File: config.mk
export PLATFORM = sky130hd
export DESIGN_NAME = fcg_out
export DESIGN_NICKNAME = d
export VERILOG_FILES = /design/src/rtl/fcg_pkg.sv /design/src/rtl/fcg_out.sv
export SDC_FILE = /design/constraint.sdc
export NUM_CORES = 1
export LEC_CHECK = 0
export BUFFER_PORTS_ARGS = -buffer_cell sky130_fd_sc_hd__buf_2
export CAP_MARGIN = 20
export CORE_MARGIN = 1
export CORE_UTILIZATION = 50
export CTS_BUF_LIST = sky130_fd_sc_hd__clkbuf_4
export CTS_CLUSTER_SIZE = 14
export DETAILED_ROUTE_END_ITERATION = 10
export PLACE_DENSITY = 0.76
export RECOVER_POWER = 50
export SKIP_LAST_GASP = 1
export SLEW_MARGIN = 20
export SYNTH_ARGS = -nofsm -noshare
export SYNTH_HDL_FRONTEND = slang
export SYNTH_SLANG_ARGS = --single-unit
File: constraint.sdc
create_clock -name clk -period 4.8 [get_ports clk]
set_input_delay 0.48 -clock clk [delete_from_list [all_inputs] [get_ports clk]]
set_output_delay 0.48 -clock clk [all_outputs]
set_load 0.01 [all_outputs]
File: src/rtl/fcg_pkg.sv
// package for the frame compressor gate
// types, register indexes, stage codes and widths; no dependencies
package fcg_pkg;

    localparam int FRAME_LEN = 256;
    localparam int POS_W     = (FRAME_LEN > 1) ? $clog2(FRAME_LEN) : 1;
    localparam int BIN_W     = 32;
    localparam int STORE_W   = 2 * BIN_W;
    localparam int CFG_IDX_W = 2;
    localparam int CFG_DAT_W = 16;
    localparam int CNT_W     = 9;

    // register indexes of the configuration port
    localparam logic [CFG_IDX_W-1:0] REG_LEVEL_THRESHOLD = 2'd0;
    localparam logic [CFG_IDX_W-1:0] REG_RATIO_SHIFT     = 2'd1;
    localparam logic [CFG_IDX_W-1:0] REG_ATTACK_LIMIT    = 2'd2;
    localparam logic [CFG_IDX_W-1:0] REG_RELEASE_LIMIT   = 2'd3;

    // stage codes as seen on the result
    localparam logic [1:0] CODE_MONITOR  = 2'd0;
    localparam logic [1:0] CODE_ATTACK   = 2'd1;
    localparam logic [1:0] CODE_COMPRESS = 2'd2;
    localparam logic [1:0] CODE_RELEASE  = 2'd3;

    typedef enum logic [3:0] {
        ST_MONITOR  = 4'b0001,
        ST_ATTACK   = 4'b0010,
        ST_COMPRESS = 4'b0100,
        ST_RELEASE  = 4'b1000
    } stage_t;

    typedef struct packed {
        logic signed [15:0]      sample;
        logic signed [BIN_W-1:0] bin_re;
        logic signed [BIN_W-1:0] bin_im;
    } req_t;

    typedef struct packed {
        logic signed [BIN_W-1:0] out_re;
        logic signed [BIN_W-1:0] out_im;
        logic                    out_valid;
        logic                    out_last;
        logic [1:0]              stage;
    } rsp_t;

    // per-request info that travels alongside the buffer read
    typedef struct packed {
        logic       scaled;
        logic       primed;
        logic       last;
        logic [1:0] stage;
    } side_t;

endpackage

File: src/rtl/fcg_out.sv
// result path: tracks the buffer read in flight, scales the bin, holds the result register
// depends on fcg_pkg
module fcg_out (
    input  logic                          clk,
    input  logic                          rst_n,
    input  logic                          issue,
    input  fcg_pkg::side_t                side_in,
    input  logic [fcg_pkg::STORE_W-1:0]   rdata,
    input  logic [3:0]                    ratio_shift,
    output logic                          can_take,
    output logic                          rsp_valid,
    input  logic                          rsp_ready,
    output fcg_pkg::rsp_t                 rsp
);

    logic                    s1_valid_reg, s1_valid_next;
    fcg_pkg::side_t          s1_side_reg;
    logic                    rsp_valid_reg, rsp_valid_next;
    fcg_pkg::rsp_t           rsp_reg;
    logic                    advance;
    logic [3:0]              shamt;
    logic signed [fcg_pkg::BIN_W-1:0] rd_re, rd_im;
    logic signed [fcg_pkg::BIN_W-1:0] sh_re, sh_im;
    fcg_pkg::rsp_t           rsp_new;

    assign advance        = s1_valid_reg && (!rsp_valid_reg || rsp_ready);
    assign can_take       = !s1_valid_reg || !rsp_valid_reg || rsp_ready;
    assign s1_valid_next  = issue || (s1_valid_reg && !advance);
    assign rsp_valid_next = advance || (rsp_valid_reg && !rsp_ready);

    assign rd_re = rdata[fcg_pkg::STORE_W-1:fcg_pkg::BIN_W];
    assign rd_im = rdata[fcg_pkg::BIN_W-1:0];
    assign shamt = s1_side_reg.scaled ? ratio_shift : 4'd0;

    // arithmetic shift, rounds toward minus infinity
    assign sh_re = rd_re >>> shamt;
    assign sh_im = rd_im >>> shamt;

    // responses carry zero bins until the first frame is complete
    always_comb
    begin
        rsp_new.out_re    = s1_side_reg.primed ? sh_re : '0;
        rsp_new.out_im    = s1_side_reg.primed ? sh_im : '0;
        rsp_new.out_valid = s1_side_reg.primed;
        rsp_new.out_last  = s1_side_reg.last;
        rsp_new.stage     = s1_side_reg.stage;
    end

    always_ff @(posedge clk or negedge rst_n)
    begin
        if (!rst_n)
        begin
            s1_valid_reg  <= 1'b0;
            rsp_valid_reg <= 1'b0;
        end
        else
        begin
            s1_valid_reg  <= s1_valid_next;
            rsp_valid_reg <= rsp_valid_next;
        end
    end

    always_ff @(posedge clk)
    begin
        if (issue)
        begin
            s1_side_reg <= side_in;
        end
        if (advance)
        begin
            rsp_reg <= rsp_new;
        end
    end

    assign rsp_valid = rsp_valid_reg;
    assign rsp       = rsp_reg;

endmodule
-- After elaboration in Yosys (flattened, before gate mapping)
Index checks and enable logic that the tools add are counted.
- flip-flop bits (word level): 75
- bits in latches: 0
- RAM bits: 0
- memory bits (read-only): 0
- input bits: 77
- output and inout bits: 70
- word-level logic and storage cells: 26
- memories kept: 0
- $add $sub $neg: 0
- multiply operators: 0
- divide/modulo/power cells: 0
- magnitude comparators: 0
- equality and inequality tests: 0
- shifts and indexed selects: 2
- multiplexer cells: 1
- bitwise gates (word level): 0
- reductions and logical operators: 12
- operator list (operator ; count):
    $sshr A32 B4 Y32 ; 2
    $logic_or A1 B1 Y1 ; 5
    $logic_not A1 Y1 ; 4
    $mux W4 ; 1
    $logic_and A1 B1 Y1 ; 3

-- Longest topological paths before layout
- depth after elaboration: 6
- gate-level depth with buffers: 8
- mapped depth without buffers: 4

-- Worst setup path before layout
OpenSTA, ideal clock, no wires.
- kind: input to register
- start point: input port rsp_ready
- end point: register rsp_reg (netlist bit rsp[0]) (enable)
- library setup time: 0.433 ns
- data arrival time: 2.187 ns
- data required time: 4.367 ns
- slack: 2.179 ns
- stages: 2
- buffers on the path: 0
- cells stage by stage: nand2b_1 and2_1
- cells in the longest elaborated chain, start to end: 2
- ends and longest elaborated chain (item ; RTL line ; source):
    from (decl) ; fcg_out.sv:12 ; input logic rsp_ready,
    $logic_or A1 B1 Y1 ; fcg_out.sv:26 ; assign advance = s1_valid_reg && (!rsp_valid_reg || rsp_ready);
    $logic_and A1 B1 Y1 ; fcg_out.sv:26 ;
    named net advance ; fcg_out.sv:20 ; logic advance;
    to (signal assigned) ; fcg_out.sv:71 ; rsp_reg <= rsp_new;
    to (decl) ; fcg_out.sv:19 ; fcg_pkg::rsp_t rsp_reg;
The timed path passes the listed nets, and every way through them passes these cells.
A chain may end at the register's enable or synchronous reset.

-- Worst setup path in the final report
- start point: register s1_side_reg[4] in the netlist's numbering
- end point: register rsp_reg (netlist bit rsp[11]) (data pin)
- cells in the longest elaborated chain, start to end: 2
- ends and longest elaborated chain (item ; RTL line ; source):
    from (decl) ; fcg_out.sv:17 ; fcg_pkg::side_t s1_side_reg;
    from (signal assigned) ; fcg_out.sv:67 ; s1_side_reg <= side_in;
    $mux W4 ; fcg_out.sv:33 ; assign shamt = s1_side_reg.scaled ? ratio_shift : 4'd0;
    $sshr A32 B4 Y32 ; fcg_out.sv:37 ; assign sh_im = rd_im >>> shamt;
No other way between the ends.

==> impl_results.md <==
* Status: complete, but fails checks
* Failing checks: capacitance limit, slew limit
* CTS Hold Bufs at 1
* Fmax achieved at between 0.3 and 0.4 GHz
* Crit end category: flip-flop
* Seq/Total Area, Yosys at between 30% and 40%
* Initial Utilization at 51.8%
* Max VDD drop at 0.000123 V
* Iter 0 DRT Violations at 955
* Post-Synth Simple-Gate Area at between 10% and 20%
* Synth unique cells at ~60
* Min-delay worst type: input port to flip-flop
* Area after DPL at between 7000 and 8000 µm²
* Synth async-reset ratio at under 10%
* CP Class: flip-flop to flip-flop
* DR vias at slightly below 7000
* Largest cells by area after synthesis: edfxtp_1, mux4_2, mux2_2, mux2i_1, o22ai_1
* Port buffer count at 146
* Register clock-pin slew on the reported worst setup and hold paths at 0.15 ns
* Worst Setup Start Kind: flip-flop
* I/O pin count at between 100 and 150
* Mapped Cells at 670
* Largest net degree at the start of global routing at 70
* Main combinational cell family by area after synthesis: compound AO/OA/AOI/OAI gates
* Worst slew margin at -25.3%
* Met2 WL at between 10000 and 15000 µm
* CTS sink cnt at 75
* Power density cells at 280 nW/µm²
* CTS max path bufs at 2
* Syn nets at approximately 750
* H-tree depth at 3
* First-pass GRT wire length at approximately 34000 µm
* DR WL met3 at about 2900 µm
* RSZ-0062 raised after global routing: false
* Detailed Place HPWL at roughly 15000 µm
* Top cell type by total area after synthesis: edfxtp_1
* Clock root buffer: clkbuf_4
* Design area at 7340 µm²
* Top layer in use: met4
* Num CTS Buffers at 9
* Area Growth Syn to Fin at 11.4%
* Worst Skew at 0.0372 ns
* Drt total wl at 23100 µm
* Depth of the most critical reg-to-reg path at 5
* Crit path to: rsp[11]$_SDFFCE_PN0P_
* CTS tree: yes
* Die X at approximately 120 µm
* Fin Setup TNS at 0 ns
* Post-Synth XOR/XNOR Area at 0%
* Routability Congestion at roughly 0.95
* Data required, critical path at 5.05 ns
* Share of layout cells above drive strength 1 at between 20% and 30%
* Die Ht at 117 µm
* Ant. Diodes at 0
* TritonRoute pass-1 iters at 6
* CP Max Fanout at 31
* Leakage at approximately 0.0027 µW
* DR WL/cell at about 24 µm
* Vias in the first global route at slightly above 6000
* Drt drc at 0
* Yosys top cell area share at about a third
* Mux cell area share after synthesis at about a fifth
* GRT Util Overall at 33.6%
* CTS resizes at 0
* Crit path DAT at 3.35 ns
* Row count at 41
* Core area at around 13000 µm²
* Actual slew at the worst max-slew pin at between 1.5 and 2 ns
* Synthesized area at approximately 6600 µm²
* Minimum clock period at between 3 and 4 ns
* Max reg flops at 68
* Syn avg cell area at slightly below 10 µm²
* Ys flop type: edfxtp_1
* Synth top cells by count: edfxtp_1, o22ai_1, a21oi_1, o21ai_0, mux2i_1
* Post-Synth Adder-Cell Area at 0%
* Final cycle utilization of the critical path at between 60% and 70%
* Max Cap Viol at 1
* Synthesized flop and latch total at 75
* Initial antenna violation count at 0
* Die ar. at roughly 14000 µm²
* Antenna viol nets, final at 0
* Flop2flop setup slack at 1.70 ns
* Max-slew violation count at 26
* Ys Warns at 0
* Setup violators final at 0
* GRT overflow at 0
* Drt via density at just over 7
* Metal-1 WL at ~9300 µm
* Clock latency on the worst-skew pair at 0.47 ns
* Start point of the critical path: s1_side_reg[4]$_DFFE_PP_
* R2R Path Start: s1_side_reg[4]$_DFFE_PP_
* Setup Fix Bufs, Post-CTS at 0
* Fin. Hold Viols at 0
* Final #Nets at between 800 and 900
* Post-synthesis compound-gate area fraction at 28.3%
* Number of flops mapped to enable cells by yosys at 73
* Top-count cell post-synth: edfxtp_1
* Reg-to-reg endpoint: rsp[11]$_SDFFCE_PN0P_
power breakdown:
| group | switching, µW | internal (µW) | total (µW) |
|---|---|---|---|
| sequential | 29.2 | 808 | 837 |
| combinational | 410 | 240 | 650 |
| clock | 247 | 319 | 566 |
| total | 686 | 1370 | 2050 |
metal layers:
metal  GRT usage [%]  vias up
met5               0        -
met4            14.9        0
met3            8.25       96
met2            49.3      566
met1            46.8     3209
li1                -     2908
cells in the final DEF (no fill, tap or decap), types with 3 or more instances in the layout:
cell type   n
a2111o_1    5
a211o_1    13
a211oi_1   17
a21oi_1    42
a221o_1     8
a22o_1      8
a22oi_1    20
a2bb2oi_1   4
and2_1      8
and3_1      9
and3b_1     5
buf_2      76
buf_4       7
bufinv_16   4
clkbuf_1   70
clkbuf_4   10
edfxtp_1   73
inv_1       4
mux2_2     35
mux2i_1    39
mux4_2     20
nand2_1    35
nand2b_1    5
nand3_1     5
nand3b_1   10
nor2_1     33
nor2b_1    12
nor3_1      5
o2111ai_1   4
o211ai_1   15
o21ai_0    42
o221ai_1    8
o22a_1      9
o22ai_1    55
o32ai_1     6
or2_2       8
or3_1       3
per-stage QoR:
stage | utilization (%) | worst slack [ns] | hold slack (ns) | instances | total power [µW]
floorplan | - | 2.18 | 0.184 | 670 | 1270
global placement | 56.7 | 1.91 | 0.268 | 925 | 1480
detailed placement | 56.7 | 1.83 | 0.269 | 925 | 1490
CTS | 58.4 | 1.94 | 0.170 | 942 | 2040
global route | 57.7 | 1.65 | 0.164 | 942 | 2110
finish | 57.7 | 1.70 | 0.171 | 942 | 2050
worst min path at each step:
stage	start	end	slack, ns	cells past startpoint
floorplan	rst_n	rsp_valid$_DFF_PN0_	0.18	0
global placement	rst_n	s1_valid_reg$_DFF_PN0_	0.27	1
detailed placement	rst_n	s1_valid_reg$_DFF_PN0_	0.27	1
CTS	side_in[4]	s1_side_reg[4]$_DFFE_PP_	0.17	1
global route	side_in[4]	s1_side_reg[4]$_DFFE_PP_	0.16	1
finish	side_in[4]	s1_side_reg[4]$_DFFE_PP_	0.17	1
final cells by class:
| type | count | area [µm²] |
|---|---|---|
| fillers | 1181 | 5380 |
| multi-input cells | 519 | 3930 |
| flip-flops and latches | 75 | 2240 |
| repair buffers | 155 | 726 |
| well taps | 172 | 215 |
| clock inverters | 6 | 128 |
| clock buffers | 10 | 75.1 |
| inverters | 5 | 18.8 |
cell families (layout without fill, tap and decap cells):
group,after synthesis,count (layout)
AND/OR/NAND/NOR,155,155
multiplexers,94,94
buffers and inverters,76,176
AO/OA/AOI/OAI,270,270
flip-flops,75,75
critical path, cell delays in order, from the launching register on:
cell and delay (ns):
edfxtp_1 0.81, buf_4 0.45, nand2_1 0.26, nor3_1 0.95
a22oi_1 0.21, o311ai_0 0.17
Note: power is estimated with default switching activity, not from simulation.
