===== src/rtl/fcg_pkg.sv =====
// package for the frame compressor gate
// types, register indexes, stage codes and widths; no dependencies
package fcg_pkg;

    localparam int FRAME_LEN = 256;
    localparam int POS_W     = (FRAME_LEN > 1) ? $clog2(FRAME_LEN) : 1;
    localparam int BIN_W     = 32;
    localparam int STORE_W   = 2 * BIN_W;
    localparam int CFG_IDX_W = 2;
    localparam int CFG_DAT_W = 16;
    localparam int CNT_W     = 9;

    // register indexes of the configuration port
    localparam logic [CFG_IDX_W-1:0] REG_LEVEL_THRESHOLD = 2'd0;
    localparam logic [CFG_IDX_W-1:0] REG_RATIO_SHIFT     = 2'd1;
    localparam logic [CFG_IDX_W-1:0] REG_ATTACK_LIMIT    = 2'd2;
    localparam logic [CFG_IDX_W-1:0] REG_RELEASE_LIMIT   = 2'd3;

    // stage codes as seen on the result
    localparam logic [1:0] CODE_MONITOR  = 2'd0;
    localparam logic [1:0] CODE_ATTACK   = 2'd1;
    localparam logic [1:0] CODE_COMPRESS = 2'd2;
    localparam logic [1:0] CODE_RELEASE  = 2'd3;

    typedef enum logic [3:0] {
        ST_MONITOR  = 4'b0001,
        ST_ATTACK   = 4'b0010,
        ST_COMPRESS = 4'b0100,
        ST_RELEASE  = 4'b1000
    } stage_t;

    typedef struct packed {
        logic signed [15:0]      sample;
        logic signed [BIN_W-1:0] bin_re;
        logic signed [BIN_W-1:0] bin_im;
    } req_t;

    typedef struct packed {
        logic signed [BIN_W-1:0] out_re;
        logic signed [BIN_W-1:0] out_im;
        logic                    out_valid;
        logic                    out_last;
        logic [1:0]              stage;
    } rsp_t;

    // per-request info that travels alongside the buffer read
    typedef struct packed {
        logic       scaled;
        logic       primed;
        logic       last;
        logic [1:0] stage;
    } side_t;

endpackage


===== src/rtl/fcg_ctrl.sv =====
// frame control: configuration registers, frame position, hot detect, stage machine
// depends on fcg_pkg
module fcg_ctrl (
    input  logic                             clk,
    input  logic                             rst_n,
    input  logic                             cfg_write,
    input  logic [fcg_pkg::CFG_IDX_W-1:0]    cfg_index,
    input  logic [fcg_pkg::CFG_DAT_W-1:0]    cfg_data,
    input  logic                             accept,
    input  logic signed [15:0]               sample,
    output logic [fcg_pkg::POS_W-1:0]        pos,
    output fcg_pkg::side_t                   side,
    output logic [3:0]                       ratio_shift
);

    logic [15:0]                   level_threshold_reg;
    logic [3:0]                    ratio_shift_reg;
    logic [7:0]                    attack_limit_reg;
    logic [7:0]                    release_limit_reg;

    fcg_pkg::stage_t               stage_reg, stage_next;
    logic [fcg_pkg::CNT_W-1:0]     attack_count_reg, attack_count_next;
    logic [fcg_pkg::CNT_W-1:0]     release_count_reg, release_count_next;
    logic                          frame_hot_reg;
    logic [fcg_pkg::POS_W-1:0]     position_reg;
    logic                          buffered_scaled_reg;
    logic                          primed_reg;

    logic [16:0]                   sample_ext;
    logic [16:0]                   mag;
    logic                          hot;
    logic                          last;
    logic [fcg_pkg::CNT_W-1:0]     attack_inc;
    logic [fcg_pkg::CNT_W-1:0]     release_inc;
    logic [1:0]                    stage_code;

    // configuration
    always_ff @(posedge clk or negedge rst_n)
    begin
        if (!rst_n)
        begin
            level_threshold_reg <= 16'd5000;
            ratio_shift_reg     <= 4'd2;
            attack_limit_reg    <= 8'd5;
            release_limit_reg   <= 8'd50;
        end
        else if (cfg_write)
        begin
            unique case (cfg_index)
                fcg_pkg::REG_LEVEL_THRESHOLD: level_threshold_reg <= cfg_data;
                fcg_pkg::REG_RATIO_SHIFT:     ratio_shift_reg     <= cfg_data[3:0];
                fcg_pkg::REG_ATTACK_LIMIT:    attack_limit_reg    <= cfg_data[7:0];
                fcg_pkg::REG_RELEASE_LIMIT:   release_limit_reg   <= cfg_data[7:0];
                default: ;
            endcase
        end
    end

    assign sample_ext  = {sample[15], sample};
    assign mag         = sample[15] ? 17'(~sample_ext + 17'd1) : sample_ext;
    assign hot         = frame_hot_reg | (mag > {1'b0, level_threshold_reg});
    assign last        = (position_reg == fcg_pkg::POS_W'(fcg_pkg::FRAME_LEN - 1));
    assign attack_inc  = fcg_pkg::CNT_W'(attack_count_reg + 1'b1);
    assign release_inc = fcg_pkg::CNT_W'(release_count_reg + 1'b1);

    // stage machine, evaluated at the end of a frame
    always_comb
    begin
        stage_next         = stage_reg;
        attack_count_next  = attack_count_reg;
        release_count_next = release_count_reg;
        unique case (stage_reg)
            fcg_pkg::ST_ATTACK:
            begin
                if (hot)
                begin
                    attack_count_next = attack_inc;
                    if (attack_inc > {1'b0, attack_limit_reg})
                    begin
                        stage_next = fcg_pkg::ST_COMPRESS;
                    end
                end
                else
                begin
                    stage_next = fcg_pkg::ST_MONITOR;
                end
            end
            fcg_pkg::ST_COMPRESS:
            begin
                if (!hot)
                begin
                    stage_next         = fcg_pkg::ST_RELEASE;
                    release_count_next = '0;
                end
            end
            fcg_pkg::ST_RELEASE:
            begin
                if (hot)
                begin
                    stage_next = fcg_pkg::ST_COMPRESS;
                end
                else
                begin
                    release_count_next = release_inc;
                    if (release_inc > {1'b0, release_limit_reg})
                    begin
                        stage_next = fcg_pkg::ST_MONITOR;
                    end
                end
            end
            default:
            begin
                if (hot)
                begin
                    stage_next        = fcg_pkg::ST_ATTACK;
                    attack_count_next = '0;
                end
            end
        endcase
        if (!last)
        begin
            stage_next         = stage_reg;
            attack_count_next  = attack_count_reg;
            release_count_next = release_count_reg;
        end
    end

    always_ff @(posedge clk or negedge rst_n)
    begin
        if (!rst_n)
        begin
            stage_reg           <= fcg_pkg::ST_MONITOR;
            attack_count_reg    <= '0;
            release_count_reg   <= '0;
            frame_hot_reg       <= 1'b0;
            position_reg        <= '0;
            buffered_scaled_reg <= 1'b0;
            primed_reg          <= 1'b0;
        end
        else if (accept)
        begin
            stage_reg         <= stage_next;
            attack_count_reg  <= attack_count_next;
            release_count_reg <= release_count_next;
            if (last)
            begin
                buffered_scaled_reg <= (stage_reg == fcg_pkg::ST_COMPRESS)
                                     || (stage_reg == fcg_pkg::ST_RELEASE);
                frame_hot_reg       <= 1'b0;
                primed_reg          <= 1'b1;
                position_reg        <= '0;
            end
            else
            begin
                frame_hot_reg <= hot;
                position_reg  <= fcg_pkg::POS_W'(position_reg + 1'b1);
            end
        end
    end

    always_comb
    begin
        unique case (stage_next)
            fcg_pkg::ST_ATTACK:   stage_code = fcg_pkg::CODE_ATTACK;
            fcg_pkg::ST_COMPRESS: stage_code = fcg_pkg::CODE_COMPRESS;
            fcg_pkg::ST_RELEASE:  stage_code = fcg_pkg::CODE_RELEASE;
            default:              stage_code = fcg_pkg::CODE_MONITOR;
        endcase
    end

    assign pos         = position_reg;
    assign side.scaled = buffered_scaled_reg;
    assign side.primed = primed_reg;
    assign side.last   = last;
    assign side.stage  = stage_code;
    assign ratio_shift = ratio_shift_reg;

endmodule


===== config.mk =====
export PLATFORM = sky130hd
export DESIGN_NAME = fcg_ctrl
export DESIGN_NICKNAME = d
export VERILOG_FILES = /design/src/rtl/fcg_pkg.sv /design/src/rtl/fcg_ctrl.sv
export SDC_FILE = /design/constraint.sdc
export NUM_CORES = 1
export LEC_CHECK = 0
export BUFFER_PORTS_ARGS = -buffer_cell sky130_fd_sc_hd__buf_2
export CAP_MARGIN = 20
export CORE_MARGIN = 2
export CORE_UTILIZATION = 40
export DETAILED_ROUTE_END_ITERATION = 10
export GPL_TIMING_DRIVEN = 0
export HOLD_SLACK_MARGIN = 0.1
export PLACE_DENSITY = 0.65
export SETUP_SLACK_MARGIN = 0.3
export SYNTH_ARGS = -nofsm -noshare
export SYNTH_HDL_FRONTEND = slang
export SYNTH_SLANG_ARGS = --single-unit

===== constraint.sdc =====
create_clock -name clk -period 4.8 [get_ports clk]
set_input_delay 0.48 -clock clk [delete_from_list [all_inputs] [get_ports clk]]
set_output_delay 0.48 -clock clk [all_outputs]
set_load 0.03 [all_outputs]

## After elaboration in Yosys (flattened, before gate mapping)

Index checks and enable logic that the tools add are counted.

| operators by class | value |
|---|---|
| $add $sub $neg | 4 |
| order comparisons | 3 |
| eq/ne operators | 12 |
| multiplexer cells | 18 |
| bitwise operators | 3 |
| reduce and logical (&&, ||, !) cells | 11 |

Operators by type and width:

| operator | number |
|---|---|
| two-way mux 9 bit | 4 |
| one-hot mux 9 bit (2 select lines) | 2 |
| two-way mux 4 bit | 7 |
| adder 9 x 1 -> 9 bit (second input constant) | 2 |
| greater-than comparator 9 x 8 -> 1 bit | 2 |
| adder 17 x 1 -> 17 bit (second input constant) | 1 |
| greater-than comparator 17 x 16 -> 1 bit | 1 |
| two-way mux 17 bit | 1 |
| inverter 17 bit | 1 |
| one-hot mux 4 bit (3 select lines) | 1 |
| AND reduction 2 bit | 5 |
| adder 8 x 1 -> 8 bit (second input constant) | 1 |
| == test 4 x 2 -> 1 bit (second input constant) | 2 |
| == test 4 x 3 -> 1 bit (second input constant) | 2 |
| == test 4 bit (second input constant) | 2 |
| == test 8 bit (second input constant) | 1 |
| two-way mux 8 bit | 1 |
| one-hot mux 2 bit (3 select lines) | 1 |
| AND reduction 5 bit | 1 |
| == test 2 bit (second input constant) | 2 |
| inequality test 2 bit (second input constant) | 2 |
| AND reduction 4 bit | 1 |
| == test 2 x 1 -> 1 bit (second input constant) | 1 |
| zero test 2 bit | 1 |
| 6 further kinds | 6 |

| word-level totals | value |
|---|---|
| bits in registers | 69 |
| bits of input ports | 38 |
| output and inout bits | 17 |

## Logic depth before layout (Yosys ltp)

Gate-level depths: netlist of run 1.

| depth | value |
|---|---|
| word-level depth | 10 |
| gate-level depth with buffers | 15 |
| mapped depth without buffers | 15 |

## Worst setup path after synthesis of run 1

OpenSTA, ideal clock, no wires.

| timing path | value |
|---|---|
| path type | input -> output |
| start | in sample[4] |
| end | out side[1] (netlist name) |
| arrival | 4083 ps |
| slack | 237 ps |
| cell stages on the path | 15 |
| path buffers | 0 |
| path through | nor4_1 -> inv_1 -> nor3_1 -> nand3_1 -> o41ai_1 -> xnor2_1 -> ha_1 -> nand4_1 -> a21o_1 -> a31oi_1 -> o21ai_4 -> a311o_2 -> a221oi_4 -> xor2_1 -> nor3_1 |

RTL lines:

| what | RTL line | text |
|---|---|---|
| start, declared | fcg_ctrl.sv:10 | `input logic signed [15:0] sample,` |
| end, declared | fcg_ctrl.sv:12 | `output fcg_pkg::side_t side,` |

==> results of run 1 <==
[through the flow]
stage	area, um2	setup WS (ps)	cells
floorplan	4304	484.0	456
global placement	4740	83.26	645
detailed placement	4742	44.40	645
CTS	4947	329.0	661
global route	5060	218.2	667
finish	5060	394.9	667
[worst min-delay path by stage]
stage | start | to | slack [ps] | cells after the start
2_1_floorplan | rst_n | attack_count_reg[0]$_DFFE_PN0P_ | 180 | 0
5_1_grt | rst_n | release_count_reg[3]$_DFFE_PN0P_ | 290 | 1
3_3_place_gp | primed_reg$_DFFE_PN0P_ | primed_reg$_DFFE_PN0P_ | 460 | 1
4_1_cts | rst_n | release_count_reg[3]$_DFFE_PN0P_ | 260 | 1
6_report | rst_n | release_count_reg[3]$_DFFE_PN0P_ | 210 | 1
3_5_place_dp | primed_reg$_DFFE_PN0P_ | primed_reg$_DFFE_PN0P_ | 460 | 1
[routing by layer]
layer,wire (um),part of all wire (%)
met3,249,2.6
met4,224,2.4
met2,4803,51
met1,4148,44
met5,0,0
[layout make-up]
| type | instances | area [um2] | area share [%] |
|---|---|---|---|
| Inverter | 41 | 153.9 | 3.042 |
| Multi-Input combinational cell | 333 | 2434 | 48.10 |
| Clock buffer | 12 | 145.1 | 2.868 |
| Clock inverter | 4 | 25.02 | 0.4946 |
| Sequential cell | 69 | 1742 | 34.42 |
| Buffer | 13 | 72.57 | 1.434 |
| Timing Repair Buffer | 59 | 317.8 | 6.281 |
| Tap cell | 136 | 170.2 | 3.363 |
[kinds of logic (layout without fill, tap and decap cells)]
kind of cell    count (synthesis)  count (layout)  synth area share (%)
flops                          69              69                 40.51
compound gates                 84              84                 12.46
mux                            25              25                 6.519
buf+inv                        54             129                 5.268
xor+xnor                       35              35                 7.131
simple gates                  153             153                 17.64
fa+ha+maj                      36              36                 10.48
[critical path, stage by stage]
cell	delay, ps
buf_2	130
nor4_4	310
inv_2	90
nor3_4	240
nand3_4	130
o41ai_4	250
xnor2_1	130
ha_1	310
nand4_1	140
nor3_2	200
a2111o_1	220
o21ai_4	100
a311o_2	400
a221oi_4	330
xor2_1	130
nor3_2	150
buf_4	190
[power by group through the flow]
stage | registers (mW) | logic, mW | clock network, mW
after detailed placement | 0.767 | 0.505 | 0
final | 0.758 | 0.550 | 0.420
after global routing | 0.770 | 0.608 | 0.456
after global placement | 0.762 | 0.488 | 0
after CTS | 0.757 | 0.511 | 0.432
after floorplan | 0.802 | 0.311 | 0
[cell usage after synthesis (all sizes together), types with 2 or more instances]
| cell type | instances | area, um2 |
|---|---|---|
| nor4 | 3 | 33.78 |
| nor3 | 6 | 35.03 |
| o41ai | 3 | 26.28 |
| nand4 | 11 | 68.82 |
| nand3 | 20 | 105.1 |
| clkbuf | 8 | 40.04 |
| nand3b | 3 | 22.52 |
| nand2b | 3 | 18.77 |
| nand2 | 70 | 262.8 |
| dfrtp | 57 | 1426 |
| a21o | 3 | 22.52 |
| a211oi | 2 | 20.02 |
| and3 | 7 | 51.29 |
| o211ai | 2 | 15.01 |
| o31ai | 4 | 30.03 |
| dfstp | 12 | 315.3 |
| nor2 | 20 | 75.07 |
| mux2 | 24 | 270.3 |
| buf | 5 | 32.53 |
| o21ai | 49 | 256.5 |
| inv | 41 | 153.9 |
| a21oi | 9 | 45.04 |
| ha | 36 | 450.4 |
| nor3b | 2 | 15.01 |
| xor2 | 9 | 78.83 |
| xnor2 | 26 | 227.7 |
| a31oi | 3 | 18.77 |
[repair_timing]
item	4_1_cts	5_1_grt
buffers inserted	0	6
endpoints found under the setup margin	2	2
endpoints found under the hold margin	0	0
resized for setup	6	15
pin swaps	0	7
==> metrics.txt, run 1 <==
outcome=finished clean; number of remaining DRC errors=0; TritonCTS clock tree=yes; # hold bufs at CTS=0; Mapped Cells=456; final setup vio count=0; RSZ-0062 raised after global routing=yes; Setup CP Type=primary input to output port; M1 GR Usage=21.82%; Yosys cell types=54; CP Launch Point=sample[3]; met3 global-route usage=3.269%; average cell area after synthesis=9.428 um2; die width=107.7 um; std cell rows=37; Ant. Diodes=0; commonest non-fill, non-tap cells in the layout=70 x nand2_1, 57 x dfrtp_1, 52 x buf_2, 47 x o21ai_0, 40 x inv_1; r2r endpoint=stage_reg[0]$_DFFE_PN1P_; Core Area=10370 um2; Clk Tree Root Cell=clkbuf_8; routed via count=3434; Sw Share=35.38%; number of synthesized flops with an enable pin=0; Post-synth ARST share=100.0%; Static Leak=2.317 nW; WHS=209.4 ps; slew of the pin with the lowest slew margin=876.4 ps; P_sw=0.6111 mW; Max-slew headroom=41.58%; detailed placer's ending HPWL=7.130 mm; initial antenna violation count=0; Avg WL per Cell=14.13 um; Syn Nets=530; CP Capture Point=side[1]; share of cells above drive strength 1=26.74%; CP required=4320 ps; Clk pin slew, worst setup/hold paths=70 ps; die height=107.7 um; deepest clock path buffer count=2; post-synthesis cell area=4299 um2; Fillers=1011; GP Congestion=0.8245; Final Hold Fails=0; Num CTS Buffers=9; period utilisation layout=91.77%; Worst R2R Start=release_count_reg[0]$_DFFE_PN0P_; pwr/cell area=341.4 nW/um2; maximum vdd drop=125.2 uV; Startpoint Class=primary input; Nets=600; crit path max fanout=6; most common cell after layout, fill and taps aside=nand2_1; Finished Core Util=48.79%; Initial Util=41.46%; #FFs+latches synth=69; Crit. End Element=output port; global-route wire length before repair=16.41 mm; Warnings, synthesis=0; GR Overflow Total=0; setup slack, reg-to-reg=1810 ps; vias per cell=5.148; Slew Limit Fails=0; Achievable Freq=227.0 MHz; clk_lat worst skew=360 ps; total length of routed wires=9.425 mm; max reg flops=16; Clk network pwr share=24.3%; Tightest Hold Check Type=primary input to asynchronous set/reset pin; worst clock skew=11.69 ps; GR Util met2=30.73%; Total Die Area=11590 um2; post-route ant nets=0; Initial DRT Pass Iterations=4; worst path arrival time=3930 ps; Port Buffer Count=53; P&R area growth vs syn=17.69%; Total GRT Usage=17.90%; pin count of the biggest net entering global routing=70; io pins=55; # Max-Cap Violations=0; gr busiest metal=met2; sequential fraction of the synthesis area=40.51%; Cell Int Power=1.116 mW; sequential share of power=43.9%; Reg2Reg Depth=13; first-iteration detailed-routing DRC count=118; Final min period=4405 ps; vias in the first global route=3554; Synth Flop Type=dfrtp_1; combinational power share=31.8%; Pwr Total=1.727 mW; H-Tree Depth=3; Setup TNS=0 ps; clk sinks=69
Power figures use the tool's default switching activity.
==> run 2: changes to the inputs <==
--- a/constraint.sdc
+++ b/constraint.sdc
@@ -3,2 +3,2 @@
 set_output_delay 0.48 -clock clk [all_outputs]
-set_load 0.03 [all_outputs]
+set_load 0.05 [all_outputs]
==> metrics.txt, run 2 (same netlist as run 1, synthesis figures left out) <==
Max-slew headroom=42.58%; vias per cell=5.268; Num CTS Buffers=9; first-iteration detailed-routing DRC count=115; Nets=598; RSZ-0062 raised after global routing=yes; dpl cell area=4748 um2; commonest non-fill, non-tap cells in the layout=70 x nand2_1, 57 x dfrtp_1, 50 x buf_2, 46 x o21ai_0, 40 x inv_1; Tightest Hold Check Type=primary input to asynchronous set/reset pin; deepest clock path buffer count=2; CP max-delay cell=a311o_2; post-route ant nets=0; Post-Layout Inst Area=5125 um2; Clk pin slew, worst setup/hold paths=80 ps; Setup TNS=0 ps; worst path arrival time=3920 ps; GP Congestion=0.8217; Avg WL per Cell=14.76 um; clk_lat worst skew=370 ps; initial antenna violation count=0; TritonCTS clock tree=yes; outcome=finished clean; H-Tree Depth=3; Slew Limit Fails=0; GR Overflow Total=0; combinational power share=32.3%; Cell Int Power=1.181 mW; pin count of the biggest net entering global routing=70; std cell rows=37; Reg2Reg Depth=14; share of cells above drive strength 1=27.22%; sequential share of power=40.5%; Initial DRT Pass Iterations=5; max reg flops=16; Crit. End Element=output port; Sw Share=36.78%; global-route wire length before repair=16.20 mm; vias in the first global route=3466; crit path max fanout=7; maximum vdd drop=178.1 uV; io pins=55; CP Depth=17; worst slack at placement=-64.98 ps; Startpoint Class=primary input; slew of the pin with the lowest slew margin=861.3 ps; crit-path cells=buf_6 > nor4_4 > inv_2 > nor3_4 > nand3_4 > o41ai_4 > xnor2_1 > ha_1 > nand4_1 > a21o_1 > a31oi_2 > o21ai_4 > a311o_2 > a221oi_4 > xor2_2 > nor3_4 > buf_6; Initial Util=41.46%; most common cell after layout, fill and taps aside=nand2_1; Core Area=10370 um2; CP Buf/Inv Count=3; die height=107.7 um; Pwr Total=1.869 mW; worst clock skew=9.765 ps; setup slack, reg-to-reg=1510 ps; Max stage delay on crit path=370 ps; Ant. Diodes=0; period utilisation layout=91.71%; Achievable Freq=227.2 MHz; Port Buffer Count=53; Static Leak=2.334 nW; Cells after DPL=645; pwr/cell area=364.6 nW/um2; Clk Tree Root Cell=clkbuf_8; Clk network pwr share=27.2%; # Max-Cap Violations=0; final setup vio count=0; P&R area growth vs syn=19.21%; routed via count=3503; Total GRT Usage=17.93%; P_sw=0.6872 mW; detailed placer's ending HPWL=7.288 mm; Final min period=4402 ps; # hold bufs at CTS=0; CP required=4320 ps; Setup CP Type=primary input to output port; delay-heaviest family, CP=compound AO/OA/AOI/OAI gates; die width=107.7 um; Final Hold Fails=0; clk sinks=69; fin cells=665; total length of routed wires=9.818 mm; Total Die Area=11590 um2; Setup WS post-layout=398.1 ps; number of remaining DRC errors=0
-- run 2: cell types whose count changed in the layout (fill, tap and decap cells not counted), moves of 2 or more --
cell / delta
buf_6: +4
o31ai_2: -2
buf_4: -4
buf_2: -2
nor3_1: -2
o21ai_1: +2
clkbuf_1: -2
-- run 2: area by class of cell --
class	count	area, um2
plain buffers	13	72.57
repair buffers	57	322.8
clock buffers	11	151.4
well taps	136	170.2
clock inverters	5	58.81
fillers	995	5245
inverters	41	153.9
flip-flops and latches	69	1742
multi-input cells	333	2454
-- run 2: power groups by stage --
| stage | Sequential, mW | Combinational [mW] | Clock (mW) |
|---|---|---|---|
| floorplan | 0.842 | 0.328 | 0 |
| detailed placement | 0.766 | 0.566 | 0 |
| finish | 0.757 | 0.603 | 0.509 |
| global placement | 0.763 | 0.546 | 0 |
| global route | 0.771 | 0.661 | 0.543 |
| CTS | 0.756 | 0.580 | 0.518 |
-- run 2: final timing paths --
| check | from | end |
|---|---|---|
| max in group asynchronous | rst_n | pos[3]$_DFFE_PN0P_ |
| min reg2reg | attack_count_reg[7]$_DFFE_PN0P_ | attack_count_reg[7]$_DFFE_PN0P_ |
| max reg2reg | release_count_reg[0]$_DFFE_PN0P_ | stage_reg[2]$_DFFE_PN0P_ |
| min | rst_n | release_count_reg[5]$_DFFE_PN0P_ |
| max | sample[3] | side[1] |
| min in group clk | cfg_data[15] | level_threshold_reg[15]$_DFFE_PN0P_ |
-- run 2: repair_timing --
action | 4_1_cts | 5_1_grt
endpoints found under the setup margin | 2 | 2
buffers inserted | 1 | 3
gates resized for setup | 11 | 17
pin swaps | 2 | 13
-- run 2: metal layers --
layer / share of wire (%) / track usage [%] / routed length, um / up-vias
met5: 0 / 0 / 0 / -
met4: 2.5 / 8.150 / 248 / 0
met3: 2.7 / 3.874 / 266 / 23
met1: 43 / 21.81 / 4251 / 1712
li1: - / - / - / 1723
met2: 51 / 30.32 / 5052 / 45
-- run 2: stage by stage --
step | hold slack, ps | utilization (%)
2_1_floorplan | 184.4 | -
3_3_place_gp | 455.6 | 45.77
3_5_place_dp | 466.0 | 45.79
4_1_cts | 252.5 | 48.40
5_1_grt | 295.5 | 49.42
6_report | 216.9 | 49.42
==> run 3: changes to the inputs <==
REMOVE_ABC_BUFFERS = 1   (was default)
==> metrics.txt, run 3 (same netlist as run 1, synthesis figures left out) <==
outcome=finished clean; Clk network pwr share=27.1%; slew of the pin with the lowest slew margin=885.8 ps; # Max-Cap Violations=0; H-Tree Depth=3; Final min period=4360 ps; Ant. Diodes=0; Avg WL per Cell=14.25 um; Slew Limit Fails=0; Achievable Freq=229.3 MHz; Max stage delay on crit path=390 ps; total length of routed wires=9.374 mm; worst path arrival time=3880 ps; share of cells above drive strength 1=27.59%; Startpoint Class=primary input; Final Hold Fails=0; P_sw=0.6788 mW; first-iteration detailed-routing DRC count=99; TritonCTS clock tree=yes; max reg flops=16; Nets=591; maximum vdd drop=323.4 uV; routed via count=3460; Total Die Area=11590 um2; die width=107.7 um; pwr/cell area=362.1 nW/um2; final setup vio count=0; detailed placer's ending HPWL=6.916 mm; Cell Int Power=1.169 mW; Num CTS Buffers=9; number of remaining DRC errors=0; std cell rows=37; vias per cell=5.258; post-route ant nets=0; pin count of the biggest net entering global routing=70; GR Overflow Total=0; Sw Share=36.73%; RSZ-0062 raised after global routing=yes; combinational power share=32.1%; Core Area=10370 um2; Crit. End Element=output port; CP Buf/Inv Count=3; Initial DRT Pass Iterations=4; vias in the first global route=3522; io pins=55; global-route wire length before repair=16.50 mm; Tightest Hold Check Type=primary input to asynchronous set/reset pin; GP Congestion=0.8040; deepest clock path buffer count=2; Port Buffer Count=54; worst clock skew=14.31 ps; clk sinks=69; die height=107.7 um; Clk Tree Root Cell=clkbuf_8; Total GRT Usage=17.72%; crit-path cells=buf_8 > nor4_4 > inv_2 > nor3_4 > nand3_4 > o41ai_4 > xnor2_1 > ha_1 > nand4_1 > a21o_1 > a31oi_4 > o21ai_4 > a311o_2 > a221oi_4 > xor2_1 > nor3_1 > buf_4; period utilisation layout=90.84%; most common cell after layout, fill and taps aside=nand2_1; Clk pin slew, worst setup/hold paths=80 ps; commonest non-fill, non-tap cells in the layout=70 x nand2_1, 57 x dfrtp_1, 49 x buf_2, 47 x o21ai_0, 40 x inv_1; Pwr Total=1.848 mW; CP max-delay cell=a311o_2; sequential share of power=40.8%; clk_lat worst skew=360 ps; WHS=254.3 ps; initial antenna violation count=0; Max-slew headroom=40.95%; Initial Util=41.46%; delay-heaviest family, CP=compound AO/OA/AOI/OAI gates; CP required=4320 ps; P&R area growth vs syn=18.71%; Static Leak=2.332 nW; crit path max fanout=8; Setup CP Type=primary input to output port
-- run 3: changes by cell type in the layout (fill, tap and decap cells not counted), sizes merged --
cell,change
buf,+1
inv,+1
clkbuf,-9
-- run 3: per-stage QoR --
step                utilization, %  worst slack [ps]  setup TNS, ps  cells  instance area, um2
global placement             45.00            -120.5         -120.5    633                4667
finish                       49.22             439.8              0    658                5104
CTS                          47.82             311.0              0    650                4959
detailed placement           45.22            -149.1         -149.1    634                4690
global route                 49.22             172.6              0    658                5104
floorplan                        -            -156.0         -156.0    443                4227
-- run 3: path summary, 6_finish.rpt --
kind                                                   from                                  end  slack (ps)  depth (start not counted)
max reg2reg                release_count_reg[0]$_DFFE_PN0P_             stage_reg[2]$_DFFE_PN0P_        1750                         13
min reg2reg                          primed_reg$_DFFE_PN0P_               primed_reg$_DFFE_PN0P_         470                          1
max                                               sample[4]                              side[1]         440                         17
min in group clk                               cfg_data[14]  level_threshold_reg[14]$_DFFE_PN0P_         330                          3
max in group asynchronous                             rst_n   level_threshold_reg[2]$_DFFE_PN0P_        3990                          1
min                                                   rst_n     release_limit_reg[3]$_DFFE_PN0P_         250                          1
-- run 3: power by group through the flow --
stage,combinational (mW),clock [mW],sequential [mW]
2_1_floorplan,0.308,0,0.842
3_3_place_gp,0.526,0,0.760
3_5_place_dp,0.542,0,0.764
4_1_cts,0.555,0.515,0.754
5_1_grt,0.658,0.540,0.769
6_report,0.593,0.501,0.755
-- run 3: metal layers --
| metal | GRT usage [%] | vias up | share of wire, % |
|---|---|---|---|
| met5 | 0 | - | 0 |
| met4 | 4.212 | 0 | 1.5 |
| met3 | 5.085 | 13 | 5.1 |
| met2 | 29.20 | 73 | 48 |
| met1 | 23.00 | 1668 | 45 |
| li1 | - | 1706 | - |
-- run 3: final cells by class --
cell class	instances	area, um2
well taps	136	170.2
flip-flops and latches	69	1742
inverters	41	153.9
fillers	997	5266
repair buffers	63	372.9
clock inverters	6	71.32
multi-input cells	333	2456
clock buffers	10	137.6
-- run 3: repair_timing --
item | in CTS | in global routing
pin swaps | 0 | 4
endpoints found under the setup margin | 2 | 2
gates resized for setup | 11 | 17
hold buffers | 0 | 0
setup buffers | 0 | 8
